`src/ps2mct_pkg.sv`:
```
package ps2mct_pkg;

    localparam int COORD_BITS     = 10;
    localparam int SUM_BITS       = COORD_BITS + 2;
    localparam int CFG_INDEX_BITS = 3;
    localparam int BUTTON_BITS    = 3;
    localparam int QUEUE_DEPTH    = 2;
    localparam int QPTR_BITS      = (QUEUE_DEPTH > 1) ? $clog2(QUEUE_DEPTH) : 1;
    localparam int QCOUNT_BITS    = $clog2(QUEUE_DEPTH + 1);

    typedef logic [COORD_BITS-1:0] coord_t;
    typedef logic signed [SUM_BITS-1:0] coord_sum_t;

    localparam coord_t RESET_LIMIT_X       = coord_t'(319);
    localparam coord_t RESET_LIMIT_Y       = coord_t'(239);
    localparam coord_t RESET_REGION_LEFT   = coord_t'(301);
    localparam coord_t RESET_REGION_TOP    = coord_t'(4);
    localparam coord_t RESET_REGION_WIDTH  = coord_t'(15);
    localparam coord_t RESET_REGION_HEIGHT = coord_t'(12);

    typedef enum logic [CFG_INDEX_BITS-1:0] {
        CFG_LIMIT_X       = 3'd0,
        CFG_LIMIT_Y       = 3'd1,
        CFG_REGION_LEFT   = 3'd2,
        CFG_REGION_TOP    = 3'd3,
        CFG_REGION_WIDTH  = 3'd4,
        CFG_REGION_HEIGHT = 3'd5
    } cfg_index_t;

    typedef enum logic [1:0] {
        SLOT_STATUS = 2'd0,
        SLOT_MOVE_X = 2'd1,
        SLOT_MOVE_Y = 2'd2
    } slot_t;

    typedef struct packed {
        logic [BUTTON_BITS-1:0] buttons;
        logic [7:0]             move_x;
        logic [7:0]             move_y;
    } packet_t;

    typedef struct packed {
        logic full;
        logic empty;
    } queue_status_t;

    // x >= limit gives limit - 1, then anything negative gives zero
    function automatic coord_t clamp_coord(coord_sum_t v, coord_t limit);
        coord_sum_t lim_s;
        coord_sum_t r;
        lim_s = coord_sum_t'(limit);
        r     = v;
        if (v >= lim_s) begin
            r = lim_s - coord_sum_t'(1);
        end
        if (r[SUM_BITS-1]) begin
            r = '0;
        end
        return r[COORD_BITS-1:0];
    endfunction

endpackage

```
`src/ps2mct_front.sv`:
```
module ps2mct_front (
    input  logic                      aclk,
    input  logic                      aresetn,
    input  logic                      s_valid,
    output logic                      s_ready,
    input  logic [7:0]                s_rx_byte,
    output logic                      q_push,
    output ps2mct_pkg::packet_t       q_wdata,
    input  ps2mct_pkg::queue_status_t q_status
);

    ps2mct_pkg::slot_t slot_reg, slot_next;
    logic [7:0]        status_reg, status_next;
    logic [7:0]        move_x_reg, move_x_next;
    logic              accept;

    // only the last byte of a packet needs room in the queue
    assign s_ready = (slot_reg != ps2mct_pkg::SLOT_MOVE_Y) || !q_status.full;
    assign accept  = s_valid && s_ready;

    assign q_wdata.buttons = status_reg[ps2mct_pkg::BUTTON_BITS-1:0];
    assign q_wdata.move_x  = move_x_reg;
    assign q_wdata.move_y  = s_rx_byte;

    always_comb begin
        slot_next   = slot_reg;
        status_next = status_reg;
        move_x_next = move_x_reg;
        q_push      = 1'b0;
        if (accept) begin
            case (slot_reg)
                ps2mct_pkg::SLOT_MOVE_X: begin
                    move_x_next = s_rx_byte;
                    slot_next   = ps2mct_pkg::SLOT_MOVE_Y;
                end
                ps2mct_pkg::SLOT_MOVE_Y: begin
                    q_push    = 1'b1;
                    slot_next = ps2mct_pkg::SLOT_STATUS;
                end
                default: begin
                    status_next = s_rx_byte;
                    slot_next   = ps2mct_pkg::SLOT_MOVE_X;
                end
            endcase
        end
    end

    always_ff @(posedge aclk) begin
        if (!aresetn) begin
            slot_reg   <= ps2mct_pkg::SLOT_STATUS;
            status_reg <= '0;
            move_x_reg <= '0;
        end else begin
            slot_reg   <= slot_next;
            status_reg <= status_next;
            move_x_reg <= move_x_next;
        end
    end

endmodule

```
`src/ps2mct_queue.sv`:
```
module ps2mct_queue (
    input  logic                      aclk,
    input  logic                      aresetn,
    input  logic                      push,
    input  ps2mct_pkg::packet_t       wdata,
    input  logic                      pop,
    output ps2mct_pkg::packet_t       rdata,
    output ps2mct_pkg::queue_status_t status
);

    localparam logic [ps2mct_pkg::QPTR_BITS-1:0] LAST_PTR =
        ps2mct_pkg::QPTR_BITS'(ps2mct_pkg::QUEUE_DEPTH - 1);
    localparam logic [ps2mct_pkg::QCOUNT_BITS-1:0] FULL_COUNT =
        ps2mct_pkg::QCOUNT_BITS'(ps2mct_pkg::QUEUE_DEPTH);

    ps2mct_pkg::packet_t                  mem_reg [ps2mct_pkg::QUEUE_DEPTH];
    logic [ps2mct_pkg::QPTR_BITS-1:0]     wr_ptr_reg, wr_ptr_next;
    logic [ps2mct_pkg::QPTR_BITS-1:0]     rd_ptr_reg, rd_ptr_next;
    logic [ps2mct_pkg::QCOUNT_BITS-1:0]   count_reg, count_next;
    logic                                 do_push, do_pop;

    assign status.full  = (count_reg == FULL_COUNT);
    assign status.empty = (count_reg == '0);
    assign do_push      = push && !status.full;
    assign do_pop       = pop && !status.empty;
    assign rdata        = mem_reg[rd_ptr_reg];

    always_comb begin
        wr_ptr_next = wr_ptr_reg;
        rd_ptr_next = rd_ptr_reg;
        count_next  = count_reg;
        if (do_push) begin
            wr_ptr_next = (wr_ptr_reg == LAST_PTR) ? '0 : wr_ptr_reg + 1'b1;
        end
        if (do_pop) begin
            rd_ptr_next = (rd_ptr_reg == LAST_PTR) ? '0 : rd_ptr_reg + 1'b1;
        end
        if (do_push && !do_pop) begin
            count_next = count_reg + 1'b1;
        end else if (do_pop && !do_push) begin
            count_next = count_reg - 1'b1;
        end
    end

    always_ff @(posedge aclk) begin
        if (!aresetn) begin
            wr_ptr_reg <= '0;
            rd_ptr_reg <= '0;
            count_reg  <= '0;
        end else begin
            wr_ptr_reg <= wr_ptr_next;
            rd_ptr_reg <= rd_ptr_next;
            count_reg  <= count_next;
        end
    end

    always_ff @(posedge aclk) begin
        if (do_push) begin
            mem_reg[wr_ptr_reg] <= wdata;
        end
    end

endmodule

```
`src/ps2mct_back.sv`:
```
module ps2mct_back (
    input  logic                                     aclk,
    input  logic                                     aresetn,
    input  ps2mct_pkg::packet_t                      q_rdata,
    input  ps2mct_pkg::queue_status_t                q_status,
    output logic                                     q_pop,
    input  logic                                     cfg_wr_en,
    input  logic [ps2mct_pkg::CFG_INDEX_BITS-1:0]    cfg_index,
    input  ps2mct_pkg::coord_t                       cfg_wdata,
    output logic                                     m_valid,
    input  logic                                     m_ready,
    output ps2mct_pkg::coord_t                       m_pos_x,
    output ps2mct_pkg::coord_t                       m_pos_y,
    output logic                                     m_left_down,
    output logic                                     m_right_down,
    output logic                                     m_middle_down,
    output logic                                     m_region_click
);

    localparam int EDGE_BITS = ps2mct_pkg::COORD_BITS + 1;

    ps2mct_pkg::coord_t limit_x_reg, limit_y_reg;
    ps2mct_pkg::coord_t region_left_reg, region_top_reg;
    ps2mct_pkg::coord_t region_width_reg, region_height_reg;

    ps2mct_pkg::coord_t cursor_x_reg, cursor_y_reg;
    logic               prev_left_reg;

    logic                                s1_valid_reg;
    ps2mct_pkg::coord_t                  s1_x_reg, s1_y_reg;
    logic [ps2mct_pkg::BUTTON_BITS-1:0]  s1_buttons_reg;
    logic                                s1_new_left_reg;

    logic               out_valid_reg;
    ps2mct_pkg::coord_t out_x_reg, out_y_reg;
    logic [ps2mct_pkg::BUTTON_BITS-1:0] out_buttons_reg;
    logic               out_click_reg;

    logic                    out_advance, take;
    ps2mct_pkg::coord_sum_t  dx, dy, nx, ny;
    ps2mct_pkg::coord_t      x_next, y_next;
    logic [EDGE_BITS-1:0]    right_edge, bottom_edge;
    logic                    in_rect;

    assign out_advance = s1_valid_reg && (!out_valid_reg || m_ready);
    assign take        = !q_status.empty && (!s1_valid_reg || out_advance);
    assign q_pop       = take;

    // stage 1: move and clamp the cursor
    assign dx     = ps2mct_pkg::SUM_BITS'(signed'(q_rdata.move_x));
    assign dy     = ps2mct_pkg::SUM_BITS'(signed'(q_rdata.move_y));
    assign nx     = ps2mct_pkg::coord_sum_t'(cursor_x_reg) + dx;
    assign ny     = ps2mct_pkg::coord_sum_t'(cursor_y_reg) - dy;
    assign x_next = ps2mct_pkg::clamp_coord(nx, limit_x_reg);
    assign y_next = ps2mct_pkg::clamp_coord(ny, limit_y_reg);

    // stage 2: rectangle test, edges summed one bit wider so they never wrap
    assign right_edge  = EDGE_BITS'(region_left_reg) + EDGE_BITS'(region_width_reg);
    assign bottom_edge = EDGE_BITS'(region_top_reg) + EDGE_BITS'(region_height_reg);
    assign in_rect = (s1_x_reg >= region_left_reg) && (EDGE_BITS'(s1_x_reg) < right_edge) &&
                     (s1_y_reg >= region_top_reg) && (EDGE_BITS'(s1_y_reg) < bottom_edge);

    always_ff @(posedge aclk) begin
        if (!aresetn) begin
            limit_x_reg       <= ps2mct_pkg::RESET_LIMIT_X;
            limit_y_reg       <= ps2mct_pkg::RESET_LIMIT_Y;
            region_left_reg   <= ps2mct_pkg::RESET_REGION_LEFT;
            region_top_reg    <= ps2mct_pkg::RESET_REGION_TOP;
            region_width_reg  <= ps2mct_pkg::RESET_REGION_WIDTH;
            region_height_reg <= ps2mct_pkg::RESET_REGION_HEIGHT;
        end else if (cfg_wr_en) begin
            case (ps2mct_pkg::cfg_index_t'(cfg_index))
                ps2mct_pkg::CFG_LIMIT_X:       limit_x_reg       <= cfg_wdata;
                ps2mct_pkg::CFG_LIMIT_Y:       limit_y_reg       <= cfg_wdata;
                ps2mct_pkg::CFG_REGION_LEFT:   region_left_reg   <= cfg_wdata;
                ps2mct_pkg::CFG_REGION_TOP:    region_top_reg    <= cfg_wdata;
                ps2mct_pkg::CFG_REGION_WIDTH:  region_width_reg  <= cfg_wdata;
                ps2mct_pkg::CFG_REGION_HEIGHT: region_height_reg <= cfg_wdata;
                default: ;
            endcase
        end
    end

    always_ff @(posedge aclk) begin
        if (!aresetn) begin
            cursor_x_reg  <= ps2mct_pkg::RESET_LIMIT_X >> 1;
            cursor_y_reg  <= ps2mct_pkg::RESET_LIMIT_Y >> 1;
            prev_left_reg <= 1'b0;
            s1_valid_reg  <= 1'b0;
            out_valid_reg <= 1'b0;
        end else begin
            if (take) begin
                cursor_x_reg  <= x_next;
                cursor_y_reg  <= y_next;
                prev_left_reg <= q_rdata.buttons[0];
                s1_valid_reg  <= 1'b1;
            end else if (out_advance) begin
                s1_valid_reg  <= 1'b0;
            end
            if (out_advance) begin
                out_valid_reg <= 1'b1;
            end else if (m_ready) begin
                out_valid_reg <= 1'b0;
            end
        end
    end

    always_ff @(posedge aclk) begin
        if (take) begin
            s1_x_reg        <= x_next;
            s1_y_reg        <= y_next;
            s1_buttons_reg  <= q_rdata.buttons;
            s1_new_left_reg <= q_rdata.buttons[0] && !prev_left_reg;
        end
        if (out_advance) begin
            out_x_reg       <= s1_x_reg;
            out_y_reg       <= s1_y_reg;
            out_buttons_reg <= s1_buttons_reg;
            out_click_reg   <= s1_new_left_reg && in_rect;
        end
    end

    assign m_valid        = out_valid_reg;
    assign m_pos_x        = out_x_reg;
    assign m_pos_y        = out_y_reg;
    assign m_left_down    = out_buttons_reg[0];
    assign m_right_down   = out_buttons_reg[1];
    assign m_middle_down  = out_buttons_reg[2];
    assign m_region_click = out_click_reg;

endmodule

```
`src/ps2_mouse_cursor_tracker_top.sv`:
```
// PS/2 mouse cursor tracker. Takes one received mouse byte per cycle on the s_ side
// while s_ready is high and groups every three words into a packet (status, x move,
// y move). Each complete packet moves the cursor (x plus the x move, y minus the y
// move), clamps each coordinate to 0 .. limit - 1 and delivers one result word on the
// m_ side with the position, the three button bits and a click flag for a new left
// press inside the configured rectangle; the first two bytes of a packet give no
// result. Sustained rate is one byte per cycle while the queue has room, so at most
// one result per three bytes. A packet enters the queue when its last byte is
// accepted, then moves into the cursor stage registers and from there, with the
// rectangle test, into the output register; a two-entry queue lets byte intake
// continue while results stall. Configuration writes take effect at once and are
// meant to happen only while the block is idle; a write to an index past the last
// register is ignored.
module ps2_mouse_cursor_tracker_top (
    input  logic                                  aclk,
    input  logic                                  aresetn,
    input  logic                                  s_valid,
    output logic                                  s_ready,
    input  logic [7:0]                            s_rx_byte,
    output logic                                  m_valid,
    input  logic                                  m_ready,
    output logic [ps2mct_pkg::COORD_BITS-1:0]     m_pos_x,
    output logic [ps2mct_pkg::COORD_BITS-1:0]     m_pos_y,
    output logic                                  m_left_down,
    output logic                                  m_right_down,
    output logic                                  m_middle_down,
    output logic                                  m_region_click,
    input  logic                                  cfg_wr_en,
    input  logic [ps2mct_pkg::CFG_INDEX_BITS-1:0] cfg_index,
    input  logic [ps2mct_pkg::COORD_BITS-1:0]     cfg_wdata
);

    logic                      q_push, q_pop;
    ps2mct_pkg::packet_t       q_wdata, q_rdata;
    ps2mct_pkg::queue_status_t q_status;

    ps2mct_front u_front (
        .aclk      (aclk),
        .aresetn   (aresetn),
        .s_valid   (s_valid),
        .s_ready   (s_ready),
        .s_rx_byte (s_rx_byte),
        .q_push    (q_push),
        .q_wdata   (q_wdata),
        .q_status  (q_status)
    );

    ps2mct_queue u_queue (
        .aclk    (aclk),
        .aresetn (aresetn),
        .push    (q_push),
        .wdata   (q_wdata),
        .pop     (q_pop),
        .rdata   (q_rdata),
        .status  (q_status)
    );

    ps2mct_back u_back (
        .aclk           (aclk),
        .aresetn        (aresetn),
        .q_rdata        (q_rdata),
        .q_status       (q_status),
        .q_pop          (q_pop),
        .cfg_wr_en      (cfg_wr_en),
        .cfg_index      (cfg_index),
        .cfg_wdata      (cfg_wdata),
        .m_valid        (m_valid),
        .m_ready        (m_ready),
        .m_pos_x        (m_pos_x),
        .m_pos_y        (m_pos_y),
        .m_left_down    (m_left_down),
        .m_right_down   (m_right_down),
        .m_middle_down  (m_middle_down),
        .m_region_click (m_region_click)
    );

endmodule

```
`config.mk`:
```
export PLATFORM = sky130hd
export DESIGN_NAME = ps2_mouse_cursor_tracker_top
export DESIGN_NICKNAME = d
export VERILOG_FILES = /design/src/ps2mct_pkg.sv /design/src/ps2mct_front.sv /design/src/ps2mct_queue.sv /design/src/ps2mct_back.sv /design/src/ps2_mouse_cursor_tracker_top.sv
export SDC_FILE = /design/constraint.sdc
export NUM_CORES = 1
export LEC_CHECK = 0
export BUFFER_PORTS_ARGS = -buffer_cell sky130_fd_sc_hd__buf_2
export CAP_MARGIN = 0
export CORE_UTILIZATION = 40
export CTS_CLUSTER_DIAMETER = 30
export DETAILED_ROUTE_END_ITERATION = 8
export SYNTH_ARGS = -nofsm -noshare
export SYNTH_HDL_FRONTEND = slang
export SYNTH_HIERARCHICAL = 1
export SYNTH_SLANG_ARGS = --single-unit
```
`constraint.sdc`:
```
create_clock -name aclk -period 4.1 [get_ports aclk]
set_input_delay 0.41 -clock aclk [delete_from_list [all_inputs] [get_ports aclk]]
set_output_delay 0.41 -clock aclk [all_outputs]
set_load 0.005 [all_outputs]
```
# == Word level (Yosys, flattened, before mapping) ==
# Memories as Yosys holds them, arrays and structs flattened. A register that Yosys moved wholly into a read port is not among the register bits.
# Index checks and enable logic that the tools add are counted.
# op_classes
n_eq_ne,9
n_addsub,10
reduce_logical,36
order_cmp,6
muxes,19
bitwise_logic,1
# op_table
operator,n
>= comparator 12 x 11 -> 1 bit,2
2-to-1 mux 12 bit,2
adder 10 x 10 -> 11 bit,2
less-than comparator 10 x 11 -> 1 bit,2
subtractor 10 x 1 -> 11 bit (second input constant),2
>= comparator 10 bit,2
2-to-1 mux 10 bit,2
AND reduction 2 bit,8
adder 11 x 8 -> 12 bit,1
logical AND 1 bit,12
2-to-1 mux 1 bit,12
subtractor 11 x 8 -> 12 bit,1
zero test 1 bit,7
== test 3 x 2 -> 1 bit (second input constant),2
== test 3 bit (second input constant),2
nonzero test 2 bit,3
== test 2 bit (second input constant),2
2-to-1 mux 2 bit,2
one-hot mux 2 bit (2 select lines),1
== test 3 x 1 -> 1 bit (second input constant),1
zero test 3 bit,1
logical OR 1 bit,3
adder 1 bit (second input constant),2
adder 2 x 1 -> 2 bit (second input constant),1
other kinds (6),6
# word_totals
input_bits,26
wordCells,107
mem_count,1
register_bits,148
output_inout_bits,26
ramBits,38
# mem_list
name,depth,word_bits,read_ports,rd_ports_with_merged_regs,write_ports,line_no,text
u_queue.mem_reg,2,19,1,1,1,ps2mct_queue.sv:16,ps2mct_pkg::packet_t mem_reg [ps2mct_pkg::QUEUE_DEPTH];

# == Longest topological paths before layout ==
# depth
word_depth,10
ltp_mapped,21
mapped_depth_nobuf,19

# == Hierarchy ==
# The synthesis kept the hierarchy.
# by_module_without_submodules
module,area_per_inst_um2,n_inst,cells_per_inst
ps2mct_back,8109.0,1,876
ps2mct_queue,1601.5,1,84
ps2mct_front,614.3,1,67

# == Worst setup path before layout ==
# OpenSTA, ideal clock, no wires.
# synth_path
kind,register -> register
from,reg (tool-made name)
to,"reg u_back.s1_y_reg[3], data pin"
arrival_time_ps,4146
synth_period_minus_slack_ps,4405
path_stages_with_launch,20
path_buffers,3
setup_slack_ps,-305
cell_sequence,dfxtp_1 buf_2 buf_4 mux2_2 ha_1 fa_1 nor2b_1 o211ai_1 a21oi_1 nor2_1 xnor2_1 ha_1 and3_1 a221o_1 a221oi_2 o211ai_1 a2bb2oi_2 buf_6 mux2i_1 nor2_1
# synth_lines
element,line_no,text
to (signal assigned),ps2mct_back.sv:111,s1_y_reg <= y_next;
to (decl),ps2mct_back.sv:30,"ps2mct_pkg::coord_t s1_x_reg, s1_y_reg;"

==> run metrics <==
outcome finished with violations; failing checks setup timing; maximum operating frequency 229 MHz; Pwr per Cell Area 353 mW/mm²; number of endpoints failing setup at the final stage 40; 1st-iter DRT viols 469; Worst Path Arrival 4530 ps; register area 0.00461 mm²; chip width 163 µm; number of vias in the routed layout 7550; cell chosen for the clock root clkbuf_16; Clock transition at path regs 70 ps; peak supply drop 0.000239 V; share of cells above drive strength 1 22.5%; CTS tree done; Async SR Flop Fraction 0%; Ports 52; area of combinational cells with multiple inputs 0.00568 mm²; startpoint types register; mean area per synthesized cell 10.1 µm²; Period minus WS final 4360 ps; global-route wire length before repair 37.4 mm; HPWL after DPL 17.1 mm; leftover overflow at the end of global routing 0; most common cell after layout, fill and taps aside nand2_1; starting density of the core 40.9%; placed standard-cell area 0.0113 mm²; final slew viol count 0; Max-Cap Viols 0; flip-flop count of the largest register, all copies and words added 38; clock tree sinks 187; net count after synthesis 1162; Worst Slack Setup Final -260 ps; Bufs on Longest Clock Path 2; worst-margin pin slew 1110 ps; Syn Inst Count 1027; Synth area leader edfxtp_1; total non-filler cell area in the finished layout 0.0124 mm²; Final Cycle Share 106%; setup TNS after final layout -6210 ps; port buffer count 51; number of synthesized register bits 187; Core Util, Final 49.0%; initial antenna violation count 0; sequential-to-total area share from yosys stat 44.6%; Setup Crit Path Kind register to register; Syn-to-layout area delta 19.8%; WHS Path Cells 1; share of the synthesized area in the top cell type 25.0%; Worst Reg-to-Reg Cells 17; worst hold slack after final layout 214 ps; worst clock skew 14.2 ps; Antenna Cells 0; worst min-delay path category primary input to register; cell types occupying the most area after synthesis edfxtp_1 (25%), dfxtp_1 (20%), ha_1 (13%); Netlist cell types 68; die span in y 163 µm; detail-routed via count per cell 5.12; maximum fanout encountered on the critical timing path 10; routed wire length per instance 16.4 µm; remaining number of nets flagged by the antenna check after routing 0; most frequent cells in the layout nand2_1 (162), dfxtp_1 (100), ha_1 (98); number of buffers created by CTS 17; sort of element at the end of the critical path register; final weighted congestion in routability-driven placement 0.821; clock network latency to the later pin of the worst-skew pair 430 ps; leakage dissipation 0.00509 µW; global router's overall resource usage 18.1%; Syn. warnings 6; number of enable flip-flop cells after synthesis 86; Post-CTS Hold Fix Bufs 0; deepest level of the CTS H-tree 4; final number of hold-violating endpoints 0; prevailing post-synth register cell dfxtp_1; Crit path required time 4270 ps; 1st-pass router iterations 5; number of design rule violations left after detail routing 0; Total Wirelength 24.1 mm; number of fill cells 2339; largest net degree at the start of global routing 110; worst max-slew margin expressed relative to the limit 25.9%; setup repair after global routing missed its margin yes; total number of placement rows 58; vias in the first global route 7248; core footprint 0.0253 mm²; final net count 1266; DIE AREA 0.0265 mm²; Mapped Area 0.0103 mm²
report_power, final:
part	switching [µW]	leakage [µW]	internal (µW)
Clock	736	0.000266	836
Sequential	42.6	0.00161	2010
Combinational	390	0.00321	348
Total	1170	0.00509	3190
critical path: stages (launching register included):
cell and delay, ps:
dfxtp_4 400, mux2_4 320, ha_4 160, fa_2 350
nor2b_2 140, o211ai_1 150, a21oi_2 200, nor2_1 60
xnor2_1 230, ha_1 290, and3_1 180, a221o_1 350
a221oi_2 360, o211ai_1 190, a2bb2oi_2 210, buf_12 170
mux2i_2 240, nor2_1 90
cell usage after synthesis (9+ instances only):
cell,instances
a21boi_0,40
ha_1,105
nor2_1,48
xor2_1,14
mux2_2,21
xnor2_1,32
nand2_1,164
o21ai_0,27
nand2b_1,14
a21o_1,20
nand3_1,23
edfxtp_1,86
buf_4,10
nor3_1,13
o21a_1,12
nor2b_1,9
inv_1,72
clkbuf_1,22
a21oi_1,38
dfxtp_1,101
mux2i_1,26
o211ai_1,36
logic make-up (layout without fill, tap and decap cells):
family	count (synthesis)	in the layout	share of synthesized area, %
muxes	50	50	5.25
adders and majority gates	109	109	13.5
xor gates and xnor gates	46	46	3.90
and+or+nand+nor	307	307	13.3
DFF	187	187	44.6
AOI/OAI and AO/OA	218	218	15.0
buffers and inverters	110	227	4.47
cell type report:
cell class / count / share of cell area (%)
Clock buffer: 17 / 3.44
Clock inverter: 15 / 0.982
Inverter: 74 / 2.25
Multi-Input combinational cell: 730 / 46.0
Sequential cell: 187 / 37.3
Tap cell: 330 / 3.34
Timing Repair Buffer: 121 / 6.77
metal layers:
metal	vias up	share of wire, %	GRT usage [%]	wire length (µm)
li1	3825	-	-	-
met1	3581	49	24.9	11700
met2	124	46	29.6	11200
met3	20	3.8	2.75	908
met4	0	1.4	5.01	332
met5	-	0	0	0
what timing repair did:
action | in CTS | in global routing
setup endpoints to repair | 40 | 40
pin swaps | 6 | 46
buffers inserted | 2 | 11
resized for setup | 13 | 69
gates cloned | 1 | 0
hold endpoints to repair | 0 | 0
worst paths after layout:
check / slack [ps] / startpoint / to
setup / recovery: -260 / register / u_back/s1_y_reg[8]$_DFFE_PP_
hold / removal: 210 / s_rx_byte[7] / u_queue/mem_reg[1][7]$_DFFE_PP_
setup reg to reg: -260 / register / u_back/s1_y_reg[8]$_DFFE_PP_
hold reg to reg: 420 / u_back/s1_buttons_reg[2]$_DFFE_PP_ / u_back/out_buttons_reg[2]$_DFFE_PP_
per-stage QoR:
step | setup slack (ps) | total power [µW] | cells
final | -260 | 4360 | 1474
after detailed placement | -254 | 2700 | 1428
after global routing | -412 | 4540 | 1474
after global placement | -191 | 2690 | 1428
after CTS | -191 | 4290 | 1463
after floorplan | -59.0 | 2500 | 1027
No activity file was read; power rests on OpenSTA's default activity.
